$ cat src/rtl/sdp_pkg.sv
// Shared types and constants for the spring direction projection block.
package sdp_pkg;

	localparam int unsigned MaxEdges = 65536;
	// The tag is exactly as wide as the edge count needs, so it wraps by itself.
	localparam int unsigned TagW = $clog2(MaxEdges);
	localparam int unsigned CoordW = 32;
	localparam int unsigned RestW = 31;
	localparam int unsigned MagW = 33;
	localparam int unsigned NormW = 31;
	localparam int unsigned SqW = 64;
	localparam int unsigned RootW = 32;
	localparam int unsigned NumW = 62;
	localparam int unsigned QuoW = 32;
	// One square-root cell resolves one result bit.
	localparam int unsigned SqrtCells = 32;
	// One divider cell resolves one quotient bit.
	localparam int unsigned DivCells = 32;

	typedef struct packed {
		logic [TagW-1:0] tag;
		logic            degen;
		logic [2:0]      neg;
	} side_t;

	// Normalisation shift: positive means shift left, negative means right.
	function automatic logic signed [6:0] norm_shift(input logic [MagW-1:0] mx);
		logic signed [6:0] sh;
		sh = 7'sd0;
		for (int i = 0; i < MagW; i++) begin
			if (mx[i]) begin
				sh = 7'(30 - i);
			end
		end
		return sh;
	endfunction

endpackage

$ cat src/rtl/sdp_div_cell.sv
// One cell of the restoring divider chain: resolves one quotient bit per stage.
module sdp_div_cell (
	input  logic                      clk,
	input  logic                      en,
	input  logic [5:0]                pos,
	input  logic [sdp_pkg::RootW:0]   rem_in,
	input  logic [sdp_pkg::NumW-1:0]  num_in,
	input  logic [sdp_pkg::RootW-1:0] den_in,
	input  logic [sdp_pkg::QuoW-1:0]  quo_in,
	output logic [sdp_pkg::RootW:0]   rem_out,
	output logic [sdp_pkg::NumW-1:0]  num_out,
	output logic [sdp_pkg::RootW-1:0] den_out,
	output logic [sdp_pkg::QuoW-1:0]  quo_out
);
	import sdp_pkg::*;

	logic [RootW+1:0] part;
	logic             take;

	always_comb begin
		part = {rem_in, num_in[pos]};
		take = part >= {2'b00, den_in};
	end

	always_ff @(posedge clk) begin
		if (en) begin
			rem_out <= take ? (RootW+1)'(part - {2'b00, den_in}) : (RootW+1)'(part);
			num_out <= num_in;
			den_out <= den_in;
			quo_out <= {quo_in[QuoW-2:0], take};
		end
	end
endmodule

$ cat config.mk
export PLATFORM = sky130hd
export DESIGN_NAME = sdp_div_cell
export DESIGN_NICKNAME = d
export VERILOG_FILES = /design/src/rtl/sdp_pkg.sv /design/src/rtl/sdp_div_cell.sv
export SDC_FILE = /design/constraint.sdc
export NUM_CORES = 1
export LEC_CHECK = 0
export BUFFER_PORTS_ARGS = -buffer_cell sky130_fd_sc_hd__buf_4
export CAP_MARGIN = 20
export CORE_AREA = 2 2 152 154
export DETAILED_ROUTE_END_ITERATION = 10
export DIE_AREA = 0 0 154 156
export PLACE_DENSITY = 0.63
export SYNTH_ARGS = -nofsm -noshare
export SYNTH_HDL_FRONTEND = slang
export SYNTH_SLANG_ARGS = --single-unit
$ cat constraint.sdc
create_clock -name clk -period 12.46 [get_ports clk]
set_input_delay 1.246 -clock clk [delete_from_list [all_inputs] [get_ports clk]]
set_output_delay 1.246 -clock clk [all_outputs]
set_load 0.005 [all_outputs]
Word-level counts from Yosys, hierarchy flattened

Index checks and enable logic that the tools add are counted.

Input port bits: 167
Output and inout port bits: 159
Register bits after elaboration: 159
Word-level logic and storage cells: 10

Magnitude comparators: 2
Muxes and demuxes: 3
Add/sub/neg operators: 1

Operator list:

| cell                                               | count |
|---|---|
| >= comparator 34 x 32 -> 1 bit                     | 1 |
| 2-to-1 mux 33 bit                                  | 1 |
| subtractor 33 x 32 -> 33 bit                       | 1 |
| < comparator 6 x 7 -> 1 bit, second input constant | 1 |
| binary-select mux 1 bit (select 6 bit)             | 1 |
| 2-to-1 mux 1 bit                                   | 1 |

Depth between registers and ports, before layout

Gate-level depths: netlist of the first run.

Depth in word-level cells: 4
Gate-level depth with buffers: 20
Gate-level depth less buffers: 16

Worst setup path after synthesis of the first run

Ideal clock, no wire load.

Kind: input to register
From: in pos[0]
To: reg rem_out[16] (netlist name) (data pin)
Data required time: 12.198 ns
Path slack: 6.981 ns
Path buffers: 4
Library setup time: 0.262 ns
Data arrival time: 5.217 ns
Stages: 18
Cells stage by stage: buf_2 > buf_6 > mux4_2 > mux4_2 > mux2_2 > o21ai_1 > ha_1 > inv_1 > fa_1 > nand3_1 > a21oi_1 > o31ai_1 > a211oi_2 > nor3_1 > or2_1 > buf_6 > buf_6 > mux2_1

Word-level cells in the longest chain between the ends: 4
Elaborated cells between the ends (all ways): 5
Classes of those cells: add/sub: 1; order compare: 1; mux: 3

RTL lines:

| what                                                                           | RTL line                               | text |
|---|---|---|
| start, declared                                                                | sdp_div_cell.sv:5                      | `input logic [5:0] pos,` |
| binary-select mux 1 bit (select 6 bit) (*)                                     | sdp_div_cell.sv:21                     | `part = {rem_in, num_in[pos]};` |
| 2-to-1 mux 1 bit (implied by the code) (*)                                     | sdp_div_cell.sv:21                     |  |
| subtractor 33 x 32 -> 33 bit or >= comparator 34 x 32 -> 1 bit (tied branches) | sdp_div_cell.sv:27, sdp_div_cell.sv:22 |  |
| 2-to-1 mux 33 bit (*)                                                          | sdp_div_cell.sv:27                     | `rem_out <= take ? (RootW+1)'(part - {2'b00, den_in}) : (RootW+1)'(part);` |
| end signal, assigned                                                           | sdp_div_cell.sv:27                     |  |
| end, declared                                                                  | sdp_div_cell.sv:10                     | `output logic [sdp_pkg::RootW:0] rem_out,` |

Every way passes the cells marked *; elsewhere a longest branch is shown, timed or not. The select of a mux whose other input is x is not followed.
A chain may end at the register's enable or synchronous reset.

Worst setup path in the final report of the first run

From: in pos[0]
To: reg rem_out[6] (netlist name) (data pin)

The elaborated chain is that of the path after synthesis.

==> results.json, run 1 <==
{
  "ys_seq_area_share_pct": 61.60,
  "synthFlopType": "edfxtp_1",
  "drc_errors": 0,
  "synth_mux_area_share_pct": 9.653,
  "track_usage_pct": 19.76,
  "slew_headroom_pct": 38.35,
  "synth-async-reset-ratio_pct": 0,
  "critPathLaunch": "pos[0]",
  "ys_types": 59,
  "p_leak_nw": 4.698,
  "maxUsedRoutingLayer": "met4",
  "grt_overflow": 0,
  "cts_resized": 0,
  "powerDensity_nw_per_um2": 135.3,
  "worstPathCellList": "buf_4 -> mux4_2 -> mux4_2 -> mux2_2 -> o21ai_1 -> ha_1 -> inv_1 -> fa_1 -> nand3_1 -> a21oi_1 -> o31ai_1 -> a211oi_2 -> nor3_1 -> or2_1 -> buf_4 -> mux2_1",
  "cts_tree": "built",
  "synthXorXnorAreaFrac_pct": 2.260,
  "io_buffers": 324,
  "antenna_found_initial": 0,
  "start_util_pct": 34.66,
  "post_cts_buffers": 0,
  "cts-root-to-sink-buffers": 2,
  "crit_family": "multiplexers",
  "syn_avg_cell_area_um2": 14.22,
  "clock_sinks": 159,
  "maxCapViolations": 0,
  "rows": 55,
  "critPathMaxStageDelay_ns": 0.65,
  "maxSlewViolCount": 0,
  "final_cell_mix": "326 x buf_4, 159 x edfxtp_1, 37 x inv_1",
  "wl_um": 24040,
  "place_hpwl_um": 18600,
  "outcome": "complete, no violations",
  "io_pins": 326,
  "drt-vias-per-instance": 5.055,
  "synth_area_um2": 7751,
  "min_period_ns": 6.340,
  "fillers": 1993,
  "yosysWarnings": 0,
  "dr_wl_met2_um": 12460,
  "wl_met3_um": 1849,
  "hold_violations": 0,
  "synthSimpleGateAreaFrac_pct": 7.006,
  "die_width_um": 154,
  "max_freq_ghz": 0.1577,
  "total_power_mw": 1.496,
  "vias": 5934,
  "rsz0062_at_grt": "false",
  "ir_drop_mv": 0.07709,
  "wl_per_cell_um": 20.47,
  "cp.depth": 16,
  "ys_seq_elements": 159,
  "num-nets-final": 1076,
  "layout-drive-gt1-share_pct": 43.87,
  "setup_violations": 0,
  "cp-start-kind": "input port",
  "finalWorstSetupSlack_ns": 6.120,
  "gp_congestion": 0.8695,
  "root_buffer": "clkbuf_16",
  "cp.required_ns": 12.63,
  "synth_compound_area_share_pct": 10.94,
  "pre_cts_ws_ns": 5.616,
  "synth_nets": 745,
  "grt_pass1_wl_um": 35420,
  "crit_arrival_ns": 6.51,
  "drtIter0Drc": 334,
  "wl_met1_um": 9243,
  "grt_pass1_vias": 5960,
  "final_common_cell": "buf_4",
  "htree_levels": 4,
  "stdcell_area_um2": 11050,
  "core-area_um2": 22370,
  "holdBufCountCts": 0,
  "die_h_um": 156,
  "synth_top_family_by_area": "compound AO/OA/AOI/OAI gates",
  "antenna_cells": 0,
  "antenna_left": 0,
  "grt_max_degree": 96,
  "worst_setup_path_end_kind": "flip-flop",
  "path_clk_slew_ns": 0.08,
  "drt_pre_antenna_iters": 6,
  "synth-edff-count": 159,
  "min_path_type": "in -> reg",
  "netlist_instances": 545,
  "place_area_um2": 10470,
  "tightest_slew_ns": 0.9247,
  "path_class": "in -> reg",
  "cts_buffers": 17,
  "crit_buf_inv": 3,
  "critPathCapture": "rem_out[6]",
  "fin_crit_sh_pct": 50.88,
  "areaGrowthSynthToFinish_pct": 42.58,
  "slowest_stage": "or2_1",
  "dieArea_um2": 24020,
  "yosys.area_share.adder_pct": 5.424,
  "cp_max_fo": 20,
  "tns_ns": 0
}
Yosys cell counts (all sizes together), types with 4 or more instances:
master  number  area [um^2]
a211oi       8        65.06
a21o        13        97.59
a21oi       32        160.2
and2         4        26.28
and3        11        68.82
buf         10        80.07
clkbuf       5        18.77
edfxtp     159         4775
ha          32        400.4
inv         38        142.6
mux2        24        270.3
mux2i        5        50.05
mux4        19        427.9
nand2       28        105.1
nand3        5        25.02
nand4        5        31.28
nor2        19        71.32
nor3        16        85.08
o21a        11        82.58
o21ai       26        130.1
o31ai       11        87.58
or3          5        31.28
xnor2       14        122.6
xor2         6        52.55
final cells by class:
cell class / instances / area (um^2) / area share (%)
inverters: 38 / 142.6 / 1.291
flip-flops and latches: 159 / 4775 / 43.20
clock inverters: 15 / 158.9 / 1.438
repair buffers: 327 / 2459 / 22.25
clock buffers: 17 / 425.4 / 3.849
well taps: 285 / 356.6 / 3.227
multi-input cells: 333 / 2735 / 24.75
power breakdown:
part	switching [mW]	leakage (nW)	internal, mW	total, mW
Clock	0.254	0.285	0.268	0.523
Combinational	0.143	2.86	0.162	0.306
Sequential	0.0154	1.56	0.652	0.667
logic make-up (layout without fill, tap and decap cells):
kind of cell,count (synthesis),after routing
mux,48,48
flops,159,159
xor+xnor,20,20
simple gates,107,107
fa+ha+maj,33,33
compound gates,125,125
buf+inv,53,397
per-stage QoR:
stage,hold slack (ns),cells,util [%]
floorplan,1.345,545,-
global placement,1.425,1142,46.80
detailed placement,1.425,1142,46.80
CTS,0.9654,1174,49.42
global route,0.9605,1174,49.42
finish,0.9857,1174,49.42
how the worst min path moves through the flow:
stage / startpoint / endpoint / depth (start not counted) / slack, ns
detailed placement: quo_in[9] / quo_out[10] / 1 / 1.43
global route: quo_in[13] / quo_out[14] / 1 / 0.96
CTS: quo_in[22] / quo_out[23] / 1 / 0.97
floorplan: den_in[0] / den_out[0] / 0 / 1.34
global placement: quo_in[26] / quo_out[27] / 1 / 1.42
finish: quo_in[16] / quo_out[17] / 1 / 0.99
sequential cells by signal (all words and copies together), names as in the netlist:
name,flops
num_out,62
rem_out,33
den_out,32
quo_out,32
per-layer routing:
layer	vias up	track usage, %
met4	0	6.097
li1	2793	-
met3	29	5.917
met1	2889	22.74
met2	223	35.47
met5	-	0
Power figures use the tool's default switching activity.
==> run 2, diff against run 1 <==
- clock period: 12.46 -> 6.2 ns (I/O delays scaled with it)
==> run 2 against run 1 <==
  * Critical path type unchanged
  * Count of clock-buffer cells in the layout did not move
  * Design area rose by 0.11%
  * Non-clock buffer count rose by 1
  * Clock power rose by 100%
  * Sequential share of layout area barely moved
  * Largest power group unchanged
  * Worst hold slack got worse by 0.62 ns
==> results.json, run 2 (same netlist as run 1, synthesis figures left out) <==
{
  "crit_arrival_ns": 5.22,
  "cts-root-to-sink-buffers": 2,
  "post_cts_buffers": 0,
  "cp.required_ns": 6.37,
  "fin_crit_sh_pct": 81.50,
  "final_common_cell": "buf_4",
  "top_regs": "num_out (62), rem_out (33)",
  "worst_setup_path_end_kind": "flip-flop",
  "antenna_found_initial": 0,
  "clock_sinks": 159,
  "fillers": 2026,
  "setup_violations": 0,
  "io_buffers": 324,
  "cts_resized": 0,
  "hold_violations": 0,
  "maxCapViolations": 0,
  "root_buffer": "clkbuf_16",
  "cts_tree": "built",
  "io_pins": 326,
  "drc_errors": 0,
  "layout-drive-gt1-share_pct": 43.93,
  "place_hpwl_um": 18530,
  "drt-vias-per-instance": 5.028,
  "cts_buffers": 17,
  "grt_pass1_vias": 6035,
  "grt_pass1_wl_um": 34910,
  "dieArea_um2": 24020,
  "p_leak_nw": 4.705,
  "core-area_um2": 22370,
  "pre_cts_ws_ns": 0.6711,
  "num-nets-final": 1077,
  "grt_max_degree": 88,
  "rsz0062_at_grt": "false",
  "outcome": "complete, no violations",
  "largest_reg_flops": 62,
  "maxSlewViolCount": 0,
  "max_freq_ghz": 0.1979,
  "final-instance-count-excl-fill": 1175,
  "drtIter0Drc": 307,
  "final_util_pct": 49.47,
  "dp_cells": 1143,
  "vias": 5908,
  "path_clk_slew_ns": 0.08,
  "fin_hold_ws_ns": 0.3624,
  "cp-start-kind": "input port",
  "slew_headroom_pct": 31.98,
  "path_class": "in -> reg",
  "min_period_ns": 5.053,
  "die_h_um": 156,
  "track_usage_pct": 19.38,
  "tightest_slew_ns": 1.020,
  "antenna_left": 0,
  "hp-start": "quo_in[16]",
  "wl_per_cell_um": 20.15,
  "powerDensity_nw_per_um2": 271.4,
  "tns_ns": 0,
  "cp_max_fo": 21,
  "htree_levels": 4,
  "final_cell_mix": "327 x buf_4, 159 x edfxtp_1, 37 x inv_1",
  "grt_overflow": 0,
  "gp_congestion": 0.8479,
  "finalWorstSetupSlack_ns": 1.147,
  "areaGrowthSynthToFinish_pct": 42.74,
  "drt_pre_antenna_iters": 7,
  "start_util_pct": 34.66,
  "ir_drop_mv": 0.1525,
  "hold_depth": 1,
  "min_path_type": "in -> reg",
  "die_width_um": 154,
  "min_to": "quo_out[17]",
  "holdBufCountCts": 0,
  "rows": 55,
  "wl_um": 23670,
  "top_register": "num_out",
  "antenna_cells": 0
}
[run 2: worst max-delay path: stages]
cell and delay (ns):
buf_4 0.29, mux4_2 0.54, mux4_2 0.50, mux2_2 0.29, o21ai_1 0.23, ha_1 0.22, inv_1 0.05, fa_1 0.40
nand3_1 0.15, a21oi_1 0.13, o31ai_1 0.50, a211oi_2 0.18, nor3_1 0.26, or2_1 0.15, buf_4 0.31, mux2_1 0.36
[run 2: power by group]
part           internal, mW  switching, mW  total (mW)  leakage, nW
clock network         0.541          0.506        1.05        0.286
logic                 0.327          0.288       0.615         2.86
registers              1.31         0.0302        1.34         1.56
[run 2: worst max-delay path by stage]
stage               cells past startpoint  startpoint          end
floorplan                              18      pos[0]  rem_out[16]
global placement                       16      pos[0]   rem_out[5]
detailed placement                     16      pos[0]  rem_out[26]
CTS                                    16      pos[0]  rem_out[26]
global route                           16      pos[0]   rem_out[5]
finish                                 16      pos[0]   rem_out[6]
[run 2: final cells by class]
class | count | area, um^2 | share of cell area, %
clock buffer | 17 | 425.4 | 3.845
clock inverter | 15 | 163.9 | 1.481
inverter | 38 | 142.6 | 1.289
multi-input combinational | 333 | 2735 | 24.72
sequential | 159 | 4775 | 43.15
tap | 285 | 356.6 | 3.223
timing repair buffer | 328 | 2466 | 22.29
[run 2: layer usage]
| layer | track usage, % | vias up | routed length (um) |
|---|---|---|---|
| li1 | - | 2800 | - |
| met1 | 22.28 | 2845 | 9168 |
| met2 | 34.72 | 233 | 12240 |
| met3 | 5.833 | 30 | 1797 |
| met4 | 6.097 | 0 | 469 |
| met5 | 0 | - | 0 |
[run 2: per-stage QoR]
step / power [mW] / instance area [um^2]
CTS: 3.039 / 11060
global route: 3.141 / 11060
floorplan: 1.634 / 7751
finish: 3.002 / 11060
detailed placement: 1.983 / 10480
global placement: 1.978 / 10480
==> run 3, diff against run 2 <==
- PLACE_DENSITY: 0.63 -> 0.65
- clock period: 6.2 -> 4.5 ns (I/O delays scaled with it)
==> run 3 against run 2 <==
  * Sequential share of layout area fell by 0.76 points
  * Design area rose by 1.8%
  * Sequential power rose by 38%
  * Highest routed layer unchanged
  * Cell count rose by 1.6%
  * Critical endpoint is now rem_out[16]
==> results.json, run 3 (same netlist as run 1, synthesis figures left out) <==
{
  "outcome": "complete, no violations",
  "layout-drive-gt1-share_pct": 45.54,
  "io_pins": 326,
  "dieArea_um2": 24020,
  "pre_cts_ws_ns": -0.3213,
  "drtIter0Drc": 380,
  "wl_per_cell_um": 20.62,
  "cts_tree": "built",
  "cp-start-kind": "input port",
  "crit_arrival_ns": 4.39,
  "min_to": "quo_out[11]",
  "areaGrowthSynthToFinish_pct": 45.30,
  "antenna_found_initial": 0,
  "min_period_ns": 4.208,
  "final_util_pct": 50.36,
  "drt-vias-per-instance": 5.073,
  "min_path_type": "in -> reg",
  "antenna_left": 0,
  "max_freq_ghz": 0.2377,
  "die_width_um": 154,
  "fin_crit_sh_pct": 93.51,
  "cp_max_fo": 15,
  "track_usage_pct": 20.00,
  "tightest_slew_ns": 0.9573,
  "start_util_pct": 34.66,
  "maxSlewViolCount": 0,
  "place_hpwl_um": 19160,
  "fin_hold_ws_ns": 0.1839,
  "grt_max_degree": 97,
  "worst_setup_path_end_kind": "flip-flop",
  "gp_congestion": 0.8417,
  "grt_pass1_vias": 6175,
  "drt_pre_antenna_iters": 5,
  "top_register": "num_out",
  "powerDensity_nw_per_um2": 372.5,
  "core-area_um2": 22370,
  "cts_buffers": 17,
  "p_leak_nw": 4.813,
  "finalWorstSetupSlack_ns": 0.2923,
  "grt_overflow": 0,
  "ir_drop_mv": 0.2161,
  "wl_um": 24620,
  "root_buffer": "clkbuf_16",
  "antenna_cells": 0,
  "final_common_cell": "buf_4",
  "slew_headroom_pct": 36.18,
  "hold_depth": 1,
  "hold_violations": 0,
  "rows": 55,
  "die_h_um": 156,
  "maxCapViolations": 0,
  "setup_violations": 0,
  "drc_errors": 0,
  "holdBufCountCts": 0,
  "largest_reg_flops": 62,
  "final_cell_mix": "343 x buf_4, 159 x edfxtp_1, 37 x inv_1",
  "clock_sinks": 159,
  "htree_levels": 4,
  "io_buffers": 324,
  "fillers": 1993,
  "num-nets-final": 1096,
  "path_clk_slew_ns": 0.08,
  "path_class": "in -> reg",
  "top_regs": "num_out (62), rem_out (33)",
  "vias": 6057,
  "total_power_mw": 4.195,
  "hp-start": "quo_in[10]",
  "cp.required_ns": 4.68,
  "rsz0062_at_grt": "false",
  "cts-root-to-sink-buffers": 2,
  "tns_ns": 0,
  "grt_pass1_wl_um": 35990
}
==> run 3: changes by cell type in the layout (fill, tap and decap cells not counted), sizes merged <==
| cell | previous run | this run |
|---|---|---|
| inv | 46 | 45 |
| clkinv | 6 | 7 |
| buf | 328 | 347 |
==> run 3: final cells by class <==
class	instances	area, um^2	share of cell area, %
flip-flops and latches	159	4775	42.40
multi-input cells	333	2750	24.42
repair buffers	347	2646	23.50
clock buffers	17	425.4	3.777
well taps	285	356.6	3.166
clock inverters	15	166.4	1.478
inverters	38	142.6	1.267
==> run 3: worst max-delay path by stage <==
stage               startpoint          end
CTS                     pos[0]  rem_out[20]
global placement        pos[0]   rem_out[3]
finish                  pos[0]  rem_out[16]
detailed placement      pos[0]  rem_out[20]
floorplan               pos[0]  rem_out[16]
global route            pos[0]  rem_out[20]
==> run 3: where the power goes <==
part / switching (mW) / internal (mW) / leakage [nW]
Sequential: 0.0465 / 1.81 / 1.56
Clock: 0.720 / 0.746 / 0.287
Combinational: 0.404 / 0.474 / 2.97
Total: 1.17 / 3.03 / 4.81
==> run 3: through the flow <==
stage	std cells	cell area (um^2)
5_1_grt	1194	11260
2_1_floorplan	545	7762
3_5_place_dp	1162	10660
4_1_cts	1194	11250
3_3_place_gp	1162	10660
6_report	1194	11260
==> run 3: worst max-delay path, stage by stage <==
cell and delay (ns):
buf_4 0.20, mux4_2 0.53, mux4_2 0.48, mux2_2 0.30, o21ai_1 0.24, ha_1 0.22
inv_1 0.06, fa_1 0.38, nand3_1 0.12, a21oi_1 0.11, o31ai_2 0.26, a211oi_2 0.13
nor3_2 0.21, or2_4 0.18, buf_12 0.16, mux2_1 0.33
==> run 3: layer usage <==
metal | share of wire (%) | global-route usage (%) | routed length, um | up-vias
met3 | 7.4 | 5.528 | 1811 | 22
met1 | 38 | 22.95 | 9399 | 2941
met4 | 1.6 | 6.275 | 403 | 0
met2 | 53 | 36.28 | 13000 | 265
li1 | - | - | - | 2829
met5 | 0 | 0 | 0 | -
==> run 3: timing repair <==
item,CTS,global route
setup endpoints to repair,0,27
gates resized for setup,0,3
buffers inserted,0,0
