==> src/rtl/sdp_pkg.sv <==
// Shared types and constants for the spring direction projection block.
package sdp_pkg;

	localparam int unsigned MaxEdges = 65536;
	// The tag is exactly as wide as the edge count needs, so it wraps by itself.
	localparam int unsigned TagW = $clog2(MaxEdges);
	localparam int unsigned CoordW = 32;
	localparam int unsigned RestW = 31;
	localparam int unsigned MagW = 33;
	localparam int unsigned NormW = 31;
	localparam int unsigned SqW = 64;
	localparam int unsigned RootW = 32;
	localparam int unsigned NumW = 62;
	localparam int unsigned QuoW = 32;
	// One square-root cell resolves one result bit.
	localparam int unsigned SqrtCells = 32;
	// One divider cell resolves one quotient bit.
	localparam int unsigned DivCells = 32;

	typedef struct packed {
		logic [TagW-1:0] tag;
		logic            degen;
		logic [2:0]      neg;
	} side_t;

	// Normalisation shift: positive means shift left, negative means right.
	function automatic logic signed [6:0] norm_shift(input logic [MagW-1:0] mx);
		logic signed [6:0] sh;
		sh = 7'sd0;
		for (int i = 0; i < MagW; i++) begin
			if (mx[i]) begin
				sh = 7'(30 - i);
			end
		end
		return sh;
	endfunction

endpackage

==> src/rtl/sdp_sqrt_cell.sv <==
// One cell of the restoring square-root chain: resolves one root bit per stage.
module sdp_sqrt_cell (
	input  logic                      clk,
	input  logic                      en,
	input  logic [sdp_pkg::SqW-1:0]   rem_in,
	input  logic [sdp_pkg::RootW-1:0] root_in,
	input  logic [sdp_pkg::SqW-1:0]   s_in,
	input  logic [5:0]                pos,
	output logic [sdp_pkg::SqW-1:0]   rem_out,
	output logic [sdp_pkg::RootW-1:0] root_out,
	output logic [sdp_pkg::SqW-1:0]   s_out
);
	import sdp_pkg::*;

	logic [SqW+1:0] rem_shift;
	logic [SqW+1:0] trial;
	logic           take;

	// Bring down the next two radicand bits and try root*4+1.
	always_comb begin
		rem_shift = {rem_in, s_in[2*pos+1 -: 2]};
		trial     = {root_in, 2'b01};
		take      = rem_shift >= trial;
	end

	always_ff @(posedge clk) begin
		if (en) begin
			rem_out  <= take ? SqW'(rem_shift - trial) : SqW'(rem_shift);
			root_out <= {root_in[RootW-2:0], take};
			s_out    <= s_in;
		end
	end
endmodule

==> config.mk <==
export PLATFORM = sky130hd
export DESIGN_NAME = sdp_sqrt_cell
export DESIGN_NICKNAME = d
export VERILOG_FILES = /design/src/rtl/sdp_pkg.sv /design/src/rtl/sdp_sqrt_cell.sv
export SDC_FILE = /design/constraint.sdc
export NUM_CORES = 1
export LEC_CHECK = 0
export BUFFER_PORTS_ARGS = -buffer_cell sky130_fd_sc_hd__buf_4
export CAP_MARGIN = 20
export CORE_MARGIN = 8
export CORE_UTILIZATION = 45
export CTS_CLUSTER_SIZE = 16
export DETAILED_ROUTE_END_ITERATION = 8
export GPL_TIMING_DRIVEN = 0
export PLACE_DENSITY = 0.73
export REMOVE_ABC_BUFFERS = 1
export SLEW_MARGIN = 10
export SYNTH_ARGS = -nofsm -noshare
export SYNTH_HDL_FRONTEND = slang
export SYNTH_SLANG_ARGS = --single-unit
export TNS_END_PERCENT = 20
==> constraint.sdc <==
create_clock -name clk -period 4.3 [get_ports clk]
set_input_delay 0.645 -clock clk [delete_from_list [all_inputs] [get_ports clk]]
set_output_delay 0.645 -clock clk [all_outputs]
set_load 0.01 [all_outputs]
* After elaboration in Yosys (flattened, before gate mapping) *
Cells that the tools add are included.

cells by class
  $add $sub $neg = 2
  $lt $le $gt $ge = 1
  shift operators = 1
  mux-type cells = 1

operators by type and width
  kind                                                            count
  66-bit by 34-bit greater-or-equal comparator with 1-bit output  1
  65-bit by 9-bit indexed part select with 2-bit output           1
  64-bit 2-to-1 mux                                               1
  64-bit by 34-bit subtractor with 64-bit output                  1
  7-bit by 1-bit adder with 8-bit output (second input constant)  1

storage, ports and cells
  flip-flop bits (word level) = 160
  input bits = 168

* Depth between registers and ports, before layout *
Gate-level depths: netlist of run 1.

  word-level depth = 4
  depth in mapped cells = 18
  gate-level depth less buffers = 15

* Worst setup path after synthesis of run 1 *
Ideal clock, no wire load.

  path type = input port to flip-flop
  start = input port pos[1]
  end = register rem_out[60] (netlist name) (data pin)
  data arrival time = 3.778 ns
  slack = 0.250 ns
  cell stages on the path = 16
  path buffers = 2
  cells stage by stage = buf_6 -> mux4_1 -> mux2i_1 -> a221oi_1 -> nand2_1 -> ha_1 -> nor2b_1 -> o31a_1 -> o31a_1 -> a21oi_1 -> o21a_1 -> o31ai_1 -> or2_1 -> buf_2 -> nor4_1 -> xor2_1

between the ends
  cells in the longest elaborated chain, start to end = 4

RTL lines
  element                                                                                                                                  RTL line                                  RTL
  from (decl)                                                                                                                              sdp_sqrt_cell.sv:8                        input logic [5:0] pos,
  7-bit by 1-bit adder with 8-bit output (*)                                                                                               sdp_sqrt_cell.sv:21                       rem_shift = {rem_in, s_in[2*pos+1 -: 2]};
  65-bit by 9-bit indexed part select with 2-bit output (*)                                                                                sdp_sqrt_cell.sv:21
  64-bit by 34-bit subtractor with 64-bit output / 66-bit by 34-bit greater-or-equal comparator with 1-bit output (equally long branches)  sdp_sqrt_cell.sv:28, sdp_sqrt_cell.sv:23
  64-bit 2-to-1 mux (*)                                                                                                                    sdp_sqrt_cell.sv:28                       rem_out <= take ? SqW'(rem_shift - trial) : SqW'(rem_shift);
  to (signal assigned)                                                                                                                     sdp_sqrt_cell.sv:28
  to (decl)                                                                                                                                sdp_sqrt_cell.sv:9                        output logic [sdp_pkg::SqW-1:0] rem_out,

Every way passes the cells marked *; elsewhere a longest branch is shown, timed or not.
A chain may end at the register's enable or synchronous reset.

* Worst setup path in the final report of run 1 *
  start = input port pos[1]
  end = register rem_out[6] (netlist name) (data pin)

The elaborated chain is that of the path after synthesis.

==> run metrics, run 1 <==
fmax 242 MHz; post-synthesis xor/xnor area fraction 5.57%; Hold-fix buffers, CTS 0; GRT Total Usage 22.7%; Primary FF master, synth edfxtp_1; nets@finish 1248; max cap viols 0; maximum clock path buffer count 2; Hold Violations, Final 0; io pins 328; CP max stage delay 0.62 ns; status finished, final reports clean; CTS Buf Count 17; fraction of registers with async set or reset after synthesis 0%; cell family with most CP delay compound AO/OA/AOI/OAI gates; initial antenna violation count 0; ANT cells 0; Area contributors post-synth edfxtp_1, ha_1, a21oi_1, mux4_1, xnor2_1; Starting Density 45.6%; DRC errors left 0; Yosys top cell area share 54.5%; sequential share of the synthesized area 54.5%; GP Congestion 0.897; first-pass GRT wire length 41.7 mm; H-tree depth 4; simple-gate area share of the yosys netlist 11.7%; Area growth, synth to finish 37.9%; Pre-antenna DRT Iters 5; Cells after Synth 723; most common cell after layout, fill and taps aside buf_4; Multi-input gate area 0.00368 mm^2; largest net degree at the start of global routing 85; Post-Synth Adder-Cell Area 4.83%; library cells used by synthesis 72; Worst setup endpoint rem_out[6]; Seq cells post-synth 160; cell taking the most area after synthesis edfxtp_1; Antenna Nets Post-Route 0; CTS tree done; Die Ht 156 um; fin worst setup slack 0.174 ns; site row count 51; sequential cell area 0.00480 mm^2; CP Class primary input to flip-flop; crit path time final 4.13 ns; setup tns final 0 ns; # setup viols final 0; fillers 1580; fin crit share 96.0%; vias per std cell 5.49; VDD IR max 0.277 mV; wl on met1 11.4 mm; metal3 WL 2.30 mm; Crit. Startpoint pos[1]; Pleak 0.00511 uW; Yosys warnings 0; CTS Sinks 160; fin util 62.8%; Pwr Total 4600 uW; DP HPWL 21.9 mm; WP data required 4.48 ns; total number of vias 7267; CORE AREA 0.0193 mm^2; Synth Area in Compound Gates 11.9%; vias in the first global route 7225; instance count on the critical path 14; Port Buffers 327; Die Width 156 um; drt total wl 28.2 mm; Crit. End Element flip-flop; Worst-Margin Slew 0.884 ns; RSZ-0062 raised after global routing false; largest family of logic cells by synthesized area compound AO/OA/AOI/OAI gates; power density over the cells 379 mW/mm^2; CP max stage cell mux4_1; hold crit path type primary input to flip-flop; Cell Area, Synth 0.00881 mm^2; most frequent cells in the layout buf_4, edfxtp_1, a21oi_1, nor2_1, inv_1; Congestion Overflow GR 0; CP Launch Type primary input; Post-synth EDFFs 160; critical path peak fanout 38; met2 wire len 13.5 mm; CTS Root Cell clkbuf_16; Critical Path, Cell by Cell buf_6, mux4_1, mux2i_2, a221oi_2, nand2_1, ha_1, nor2b_1, o31a_1, o31ai_1, o211ai_1, a311o_2, buf_4, buf_12, mux2_4; clock-pin slew on the worst setup and hold paths 0.07 ns; proportion of synthesized area in mux cells 6.77%; top sig layer met4; layout cell share with drive strength beyond 1 38.3%; Final Slew Violations 0; Slew HR 40.8%; DR iter-0 viols 568; dpl ws -0.981 ns; mean area per synthesized cell 12.2 um^2; CP arrival 4.30 ns; die area 0.0243 mm^2; Buf+Inv Stages, Crit Path 3; Routed wire per std cell 21.3 um
[stage by stage]
| stage | hold WS [ns] | cells | cell area [um^2] |
|---|---|---|---|
| floorplan | 0.744 | 693 | 8570 |
| detailed placement | 0.831 | 1287 | 11400 |
| global placement | 0.830 | 1285 | 11400 |
| global route | 0.379 | 1324 | 12100 |
| finish | 0.391 | 1324 | 12100 |
| CTS | 0.374 | 1322 | 12100 |
[timing repair]
item	4_1_cts	5_1_grt
pin swaps	2	2
setup endpoints to repair	54	23
gates resized for setup	7	7
buffers inserted	2	2
cloned	1	0
[area by class of cell]
cell class,instances,area share [%]
Sequential cell,160,39.5
Multi-Input combinational cell,490,30.3
Timing Repair Buffer,333,20.9
Clock buffer,18,3.53
Tap cell,265,2.73
Clock inverter,14,1.63
Inverter,44,1.36
[power breakdown]
group          internal, uW  switching (uW)
Clock                   939             690
Sequential             1900            44.1
Combinational           499             527
Total                  3340            1260
[registers in the layout (all words and copies together), names as in the netlist]
| signal | cells |
|---|---|
| s_out | 64 |
| root_out | 32 |
| rem_out | 64 |
[Yosys cell counts, types with 3 or more instances]
library cell and instances:
mux2i_1 6, mux2_4 7, a211oi_1 3, a31oi_1 8
nor3_1 11, nor4_1 13, or3_1 6, o31ai_1 6
and3_1 3, buf_6 7, buf_2 3, a21o_1 10
ha_1 34, mux4_2 3, clkbuf_8 5, nor2b_1 5
mux4_1 13, edfxtp_1 160, or4_1 3, nand2b_1 3
nand4_1 14, xnor2_1 32, nand3_1 12, or3b_2 3
a21oi_1 70, clkbuf_1 12, o22ai_1 4, o211ai_1 3
xor2_1 24, o21bai_1 11, inv_1 44, nand2_1 42
o21ai_1 3, o21ai_0 23, nor2_1 58, o21a_1 5
a221oi_1 4
[cells by family (layout without fill, tap and decap cells)]
| logic type | after synthesis | count (layout) |
|---|---|---|
| AOI/OAI and AO/OA | 169 | 170 |
| xor gates and xnor gates | 56 | 56 |
| adders and majority gates | 34 | 34 |
| buffers and inverters | 74 | 409 |
| DFF | 160 | 160 |
| muxes | 31 | 31 |
| and+or+nand+nor | 199 | 199 |
[per-layer routing]
layer	global-route usage, %	vias to the layer above
li1	-	3402
met1	28.0	3480
met2	37.2	329
met3	5.60	56
met4	10.1	0
met5	0	-
[worst min-delay path by stage]
| stage | start | to | slack [ns] | cells past startpoint |
|---|---|---|---|---|
| after floorplan | root_in[9] | root_out[10] | 0.74 | 0 |
| after global placement | s_in[61] | s_out[61] | 0.83 | 1 |
| after detailed placement | s_in[23] | s_out[23] | 0.83 | 1 |
| after CTS | s_in[59] | s_out[59] | 0.37 | 1 |
| after global routing | s_in[59] | s_out[59] | 0.38 | 1 |
| final | s_in[10] | s_out[10] | 0.39 | 1 |
Note: power is estimated with default switching activity, not from simulation.
==> inputs of run 2 (changes only) <==
- ABC_AREA: unset -> 1
- CORE_UTILIZATION: 45 -> 46
==> run 2 against run 1 <==
Net effect:
- worst hold slack better by 0.0072 ns
- total power is 0.22% higher
- core utilization hardly changed
- sequential share of layout area is 2.7 points lower
- critical path depth is 14 higher
- largest power group unchanged
==> run metrics, run 2 <==
Area growth, synth to finish 35.8%; DP Area 0.0123 mm^2 (+8.2%); H-tree depth 4 (unchanged); # setup viols final 0 (unchanged); maximum clock path buffer count 2 (unchanged); DP HPWL 26.9 mm (+23%); power density over the cells 354 mW/mm^2 (-6.6%); max cap viols 0 (unchanged); initial antenna violation count 2 (+2); DRC errors left 0 (unchanged); largest registers rem_out x64, s_out x64, root_out x32; total number of vias 9015 (+24%); CP Launch Type primary input; Yosys warnings 0 (unchanged); final cell count without fillers 1765 (+33%); Final Slew Violations 0 (unchanged); CP max stage cell a211oi_4; design area 0.0130 mm^2 (+7.4%); GRT Total Usage 25.0% (+2.3 points); sequential cell area 0.00480 mm^2 (unchanged); die area 0.0258 mm^2 (+6.0%); CTS Sinks 160 (unchanged); vias in the first global route 9040 (+25%); CP Class primary input to flip-flop; Die Width 161 um (+2.9%); Port Buffers 327 (unchanged); CP max stage delay 0.30 ns (-0.32 ns); Pre-antenna DRT Iters 5 (unchanged); CTS Buf Count 17 (unchanged); cell taking the most area after synthesis edfxtp_1; fillers 1860 (+18%); Crit. End Element flip-flop; Routed wire per std cell 18.6 um (-13%); largest net degree at the start of global routing 112 (+32%); status finished, final reports clean; Die Ht 161 um (+2.9%); Cell Area, Synth 0.00961 mm^2 (+9.0%); site row count 53 (+3.9%); critical path peak fanout 40 (+5.3%); RSZ-0062 raised after global routing false; most frequent cells after synthesis nand2_1, inv_1, edfxtp_1; Slew HR 52.1% (+11 points); Placed Instances 1724 (+34%); io pins 328 (unchanged); most frequent cells in the layout buf_4, nand2_1, inv_1, edfxtp_1, nor2_1; vias per std cell 5.11 (-6.9%); Primary FF master, synth edfxtp_1; crit path time final 3.90 ns (-0.228 ns); setup tns final 0 ns (unchanged); GP Congestion 0.903 (+0.58%); Pwr Total 4610 uW (+0.22%); DR iter-0 viols 622 (+9.5%); CTS Root Cell clkbuf_16; Hold Violations, Final 0 (unchanged); Multi-input gate area 0.00400 mm^2 (+8.9%); Post-synth EDFFs 160 (unchanged); Seq cells post-synth 160 (unchanged); Congestion Overflow GR 0 (unchanged); Pleak 0.00579 uW (+13%); CP arrival 4.09 ns (-0.21 ns); CORE AREA 0.0208 mm^2 (+7.4%); fin util 62.8% (about the same); most common cell after layout, fill and taps aside buf_4; fin crit share 90.7% (-5.3 points); Cells after Synth 1138 (+57%); fmax 257 MHz (+5.8%); Yosys top cell area share 50.0% (-4.5 points); nets@finish 1678 (+34%); Starting Density 46.3% (+0.71 points); CTS tree done; clock-pin slew on the worst setup and hold paths 0.07 ns (about the same); library cells used by synthesis 43 (-40%); fraction of registers with async set or reset after synthesis 0% (unchanged); mean area per synthesized cell 8.44 um^2 (-31%); layout cell share with drive strength beyond 1 26.4% (-12 points); Crit path top cell by count nand2_1; Area contributors post-synth edfxtp_1, nand2_1, inv_1, nor2_1, ha_1; first-pass GRT wire length 49.8 mm (+19%); drt total wl 32.9 mm (+17%); hold crit path type primary input to flip-flop; Worst-Margin Slew 0.718 ns (-0.166 ns); top-count cell post-synth nand2_1; WP data required 4.49 ns (about the same); Antenna Nets Post-Route 0 (unchanged); VDD IR max 0.271 mV (-2.1%); sequential share of the synthesized area 50.0% (-4.5 points)
## run 2: worst max-delay path, delay by kind of cell
family | cells | cell delay, ns
buffers and inverters | 4 | 0.72
AND/OR/NAND/NOR | 20 | 1.90
AO/OA/AOI/OAI | 3 | 0.58
adder cells (fa/ha/maj) | 1 | 0.21
## run 2: cells by family after synthesis
kind of cell	synth area share [%]
flops	50.0
fa+ha+maj	4.43
simple gates	25.3
mux	0.104
compound gates	8.01
xor+xnor	3.65
buf+inv	8.49
## run 2: path summary, 6_finish.rpt
kind	cells after the start	end	startpoint
worst max-delay path	28	rem_out[44]	pos[0]
worst min-delay path	1	s_out[25]	s_in[25]
## run 2: metrics by stage
step	hold WS, ns	setup WS (ns)
4_1_cts	0.380	0.111
3_3_place_gp	0.833	-1.84
2_1_floorplan	0.744	-0.143
3_5_place_dp	0.834	-0.602
6_report	0.399	0.402
5_1_grt	0.384	0.0333
## run 2: layout make-up
type / count / share of cell area [%]
Sequential cell: 160 / 36.8
Multi-Input combinational cell: 775 / 30.7
Inverter: 186 / 5.39
Tap cell: 275 / 2.64
Timing Repair Buffer: 336 / 19.6
Antenna cell: 2 / 0.0384
Clock buffer: 17 / 3.26
Clock inverter: 14 / 1.49
## run 2: power by group
part           total (uW)  internal, uW  switching (uW)
sequential           1940          1900            42.2
combinational        1050           459             588
clock                1620           932             690
total                4610          3290            1320
## run 2: timing repair
item / 4_1_cts / 5_1_grt
endpoints found under the hold margin: 0 / 0
endpoints found under the setup margin: 3 / 31
pin swaps: 1 / 1
resized for setup: 1 / 2
cloned: 1 / 0
hold buffers: 0 / 0
setup buffers: 0 / 7
## run 2: routing by layer
layer / part of all wire [%] / global-route usage [%]
met5: 0 / 0
met4: 3.0 / 10.5
met1: 40 / 30.0
met2: 49 / 42.5
met3: 8.3 / 5.68
==> inputs of run 3 (changes only) <==
- CORE_UTILIZATION: 46 -> 51
- PLACE_DENSITY: 0.73 -> 0.77
- clock period: 4.3 -> 4.2 ns (I/O delays scaled with it)
==> run 3 against run 2 <==
Net effect:
- sequential power up 3%
- via count grew 1.7%
- cell area is 0.23% lower
- worst hold slack lost 0.024 ns
- core utilization is 7.2 points higher
- critical path depth decreased by 3
- final cell count is 2.3% lower
- sequential share of layout area grew 0.085 points
- largest power group unchanged
- sequential cell count stayed put
- largest cell class unchanged
- global-route usage is 3.2 points higher
- first-iteration DRC count up 10%
- combinational power rose by 4%
==> run metrics, run 3 (same netlist as run 2, synthesis figures left out) <==
Pwr Total 4650 uW (+0.76%); CTS Buf Count 17 (unchanged); vias per std cell 5.32 (+4.1%); critical path peak fanout 33 (-18%); Multi-input gate area 0.00401 mm^2 (+0.16%); die area 0.0235 mm^2 (-8.9%); status finished, final reports clean; CTS Sinks 160 (unchanged); Pre-antenna DRT Iters 5 (unchanged); # setup viols final 0 (unchanged); CP Launch Type primary input; max cap viols 0 (unchanged); Hold-fix buffers, CTS 0 (unchanged); maximum clock path buffer count 2 (unchanged); CTS Root Cell clkbuf_16; sequential cell area 0.00480 mm^2 (unchanged); total number of vias 9171 (+1.7%); Crit. End Element flip-flop; CP max stage delay 0.29 ns (about the same); CP Class primary input to flip-flop; layout cell share with drive strength beyond 1 26.5% (+0.099 points); Slew HR 62.1% (+10 points); site row count 50 (-5.7%); fillers 1520 (-18%); initial antenna violation count 0 (-2); Hold Violations, Final 0 (unchanged); Worst-Margin Slew 0.563 ns (-0.155 ns); WP data required 4.38 ns (-0.11 ns); VDD IR max 0.282 mV (+4.0%); hold crit path type primary input to flip-flop; DRC errors left 0 (unchanged); GRT Total Usage 28.2% (+3.2 points); power density over the cells 357 mW/mm^2 (+1.0%); fmax 257 MHz; GP Congestion 0.904 (+0.20%); CORE AREA 0.0186 mm^2 (-10%); Routed wire per std cell 19.8 um (+6.4%); Area growth, synth to finish 35.5%; largest registers rem_out x64, s_out x64, root_out x32; H-tree depth 4 (unchanged); Die Width 153 um (-4.5%); Port Buffers 327 (unchanged); Pleak 0.00581 uW (+0.27%); nets@finish 1679 (+0.060%); vias in the first global route 8972 (-0.75%); crit path time final 3.90 ns; CTS tree done; ANT cells 0 (-2); most frequent cells in the layout buf_4, nand2_1, inv_1, edfxtp_1, nor2_1; clock-pin slew on the worst setup and hold paths 0.08 ns (about the same); CP arrival 4.08 ns (about the same); worst hold margin 0.374 ns (-0.0242 ns); RSZ-0062 raised after global routing false; largest net degree at the start of global routing 101 (-9.8%); DR iter-0 viols 686 (+10%); drt total wl 34.2 mm (+3.9%); Starting Density 51.7% (+5.4 points); Congestion Overflow GR 0 (unchanged); most common cell after layout, fill and taps aside buf_4; Final Slew Violations 0 (unchanged); DP HPWL 27.7 mm (+3.2%); io pins 328 (unchanged); Crit path top cell by count nand2_1; CP max stage cell ha_1; Die Ht 153 um (-4.5%); first-pass GRT wire length 50.9 mm (+2.3%); Antenna Nets Post-Route 0 (unchanged); fin crit share 92.8%
==> run 3: cell count changes in the layout (fill, tap and decap cells not counted), sizes merged <==
cell | before | now
buf | 336 | 338
bufinv | 3 | 0
clkinv | 2 | 4
clkinvlp | 2 | 0
diode | 2 | 0
inv | 193 | 197
nor2 | 147 | 146
==> run 3: per-layer routing <==
metal	GRT usage, %	wire (um)
met4	6.46	531
met2	51.6	17600
met3	6.96	2920
met1	32.6	13200
met5	0	0
==> run 3: area by class of cell <==
type	count	share of cell area, %
Clock buffer	17	3.27
Clock inverter	15	1.20
Inverter	186	5.42
Sequential cell	160	36.9
Timing Repair Buffer	338	20.1
Tap cell	234	2.25
Multi-Input combinational cell	774	30.8
==> run 3: power by group <==
part           total (uW)  switching [uW]  internal [uW]
sequential           1990            44.6           1940
combinational        1090             619            471
clock                1570             767            800
total                4650            1430           3220
==> run 3: metrics by stage <==
stage               cells  utilization, %  setup slack (ns)  instance area (um^2)  setup TNS, ns
floorplan            1120               -            -0.228                  9490          -5.44
global route         1724            70.0            0.0197                 13000              0
CTS                  1719            69.7             0.117                 12900              0
finish               1724            70.0             0.302                 13000              0
global placement     1681            65.9             -1.94                 12200         -80.42
detailed placement   1684            66.4            -0.510                 12300         -19.18
==> run 3: timing repair <==
action	CTS	global route
gates resized for setup	1	5
buffers inserted	3	5
pin swaps	1	0
setup endpoints to repair	12	19
gates cloned	0	0
==> run 3: worst paths after layout <==
path | slack (ns) | to | from | cells after the start
max | 0.30 | rem_out[61] | pos[0] | 25
min | 0.37 | s_out[49] | s_in[49] | 1
==> run 3: worst max-delay path, delay by kind of cell <==
family	cells	cell delay [ns]
AOI/OAI and AO/OA	1	0.17
buffers and inverters	2	0.45
xor gates and xnor gates	1	0.15
and+or+nand+nor	20	2.35
adders and majority gates	1	0.29
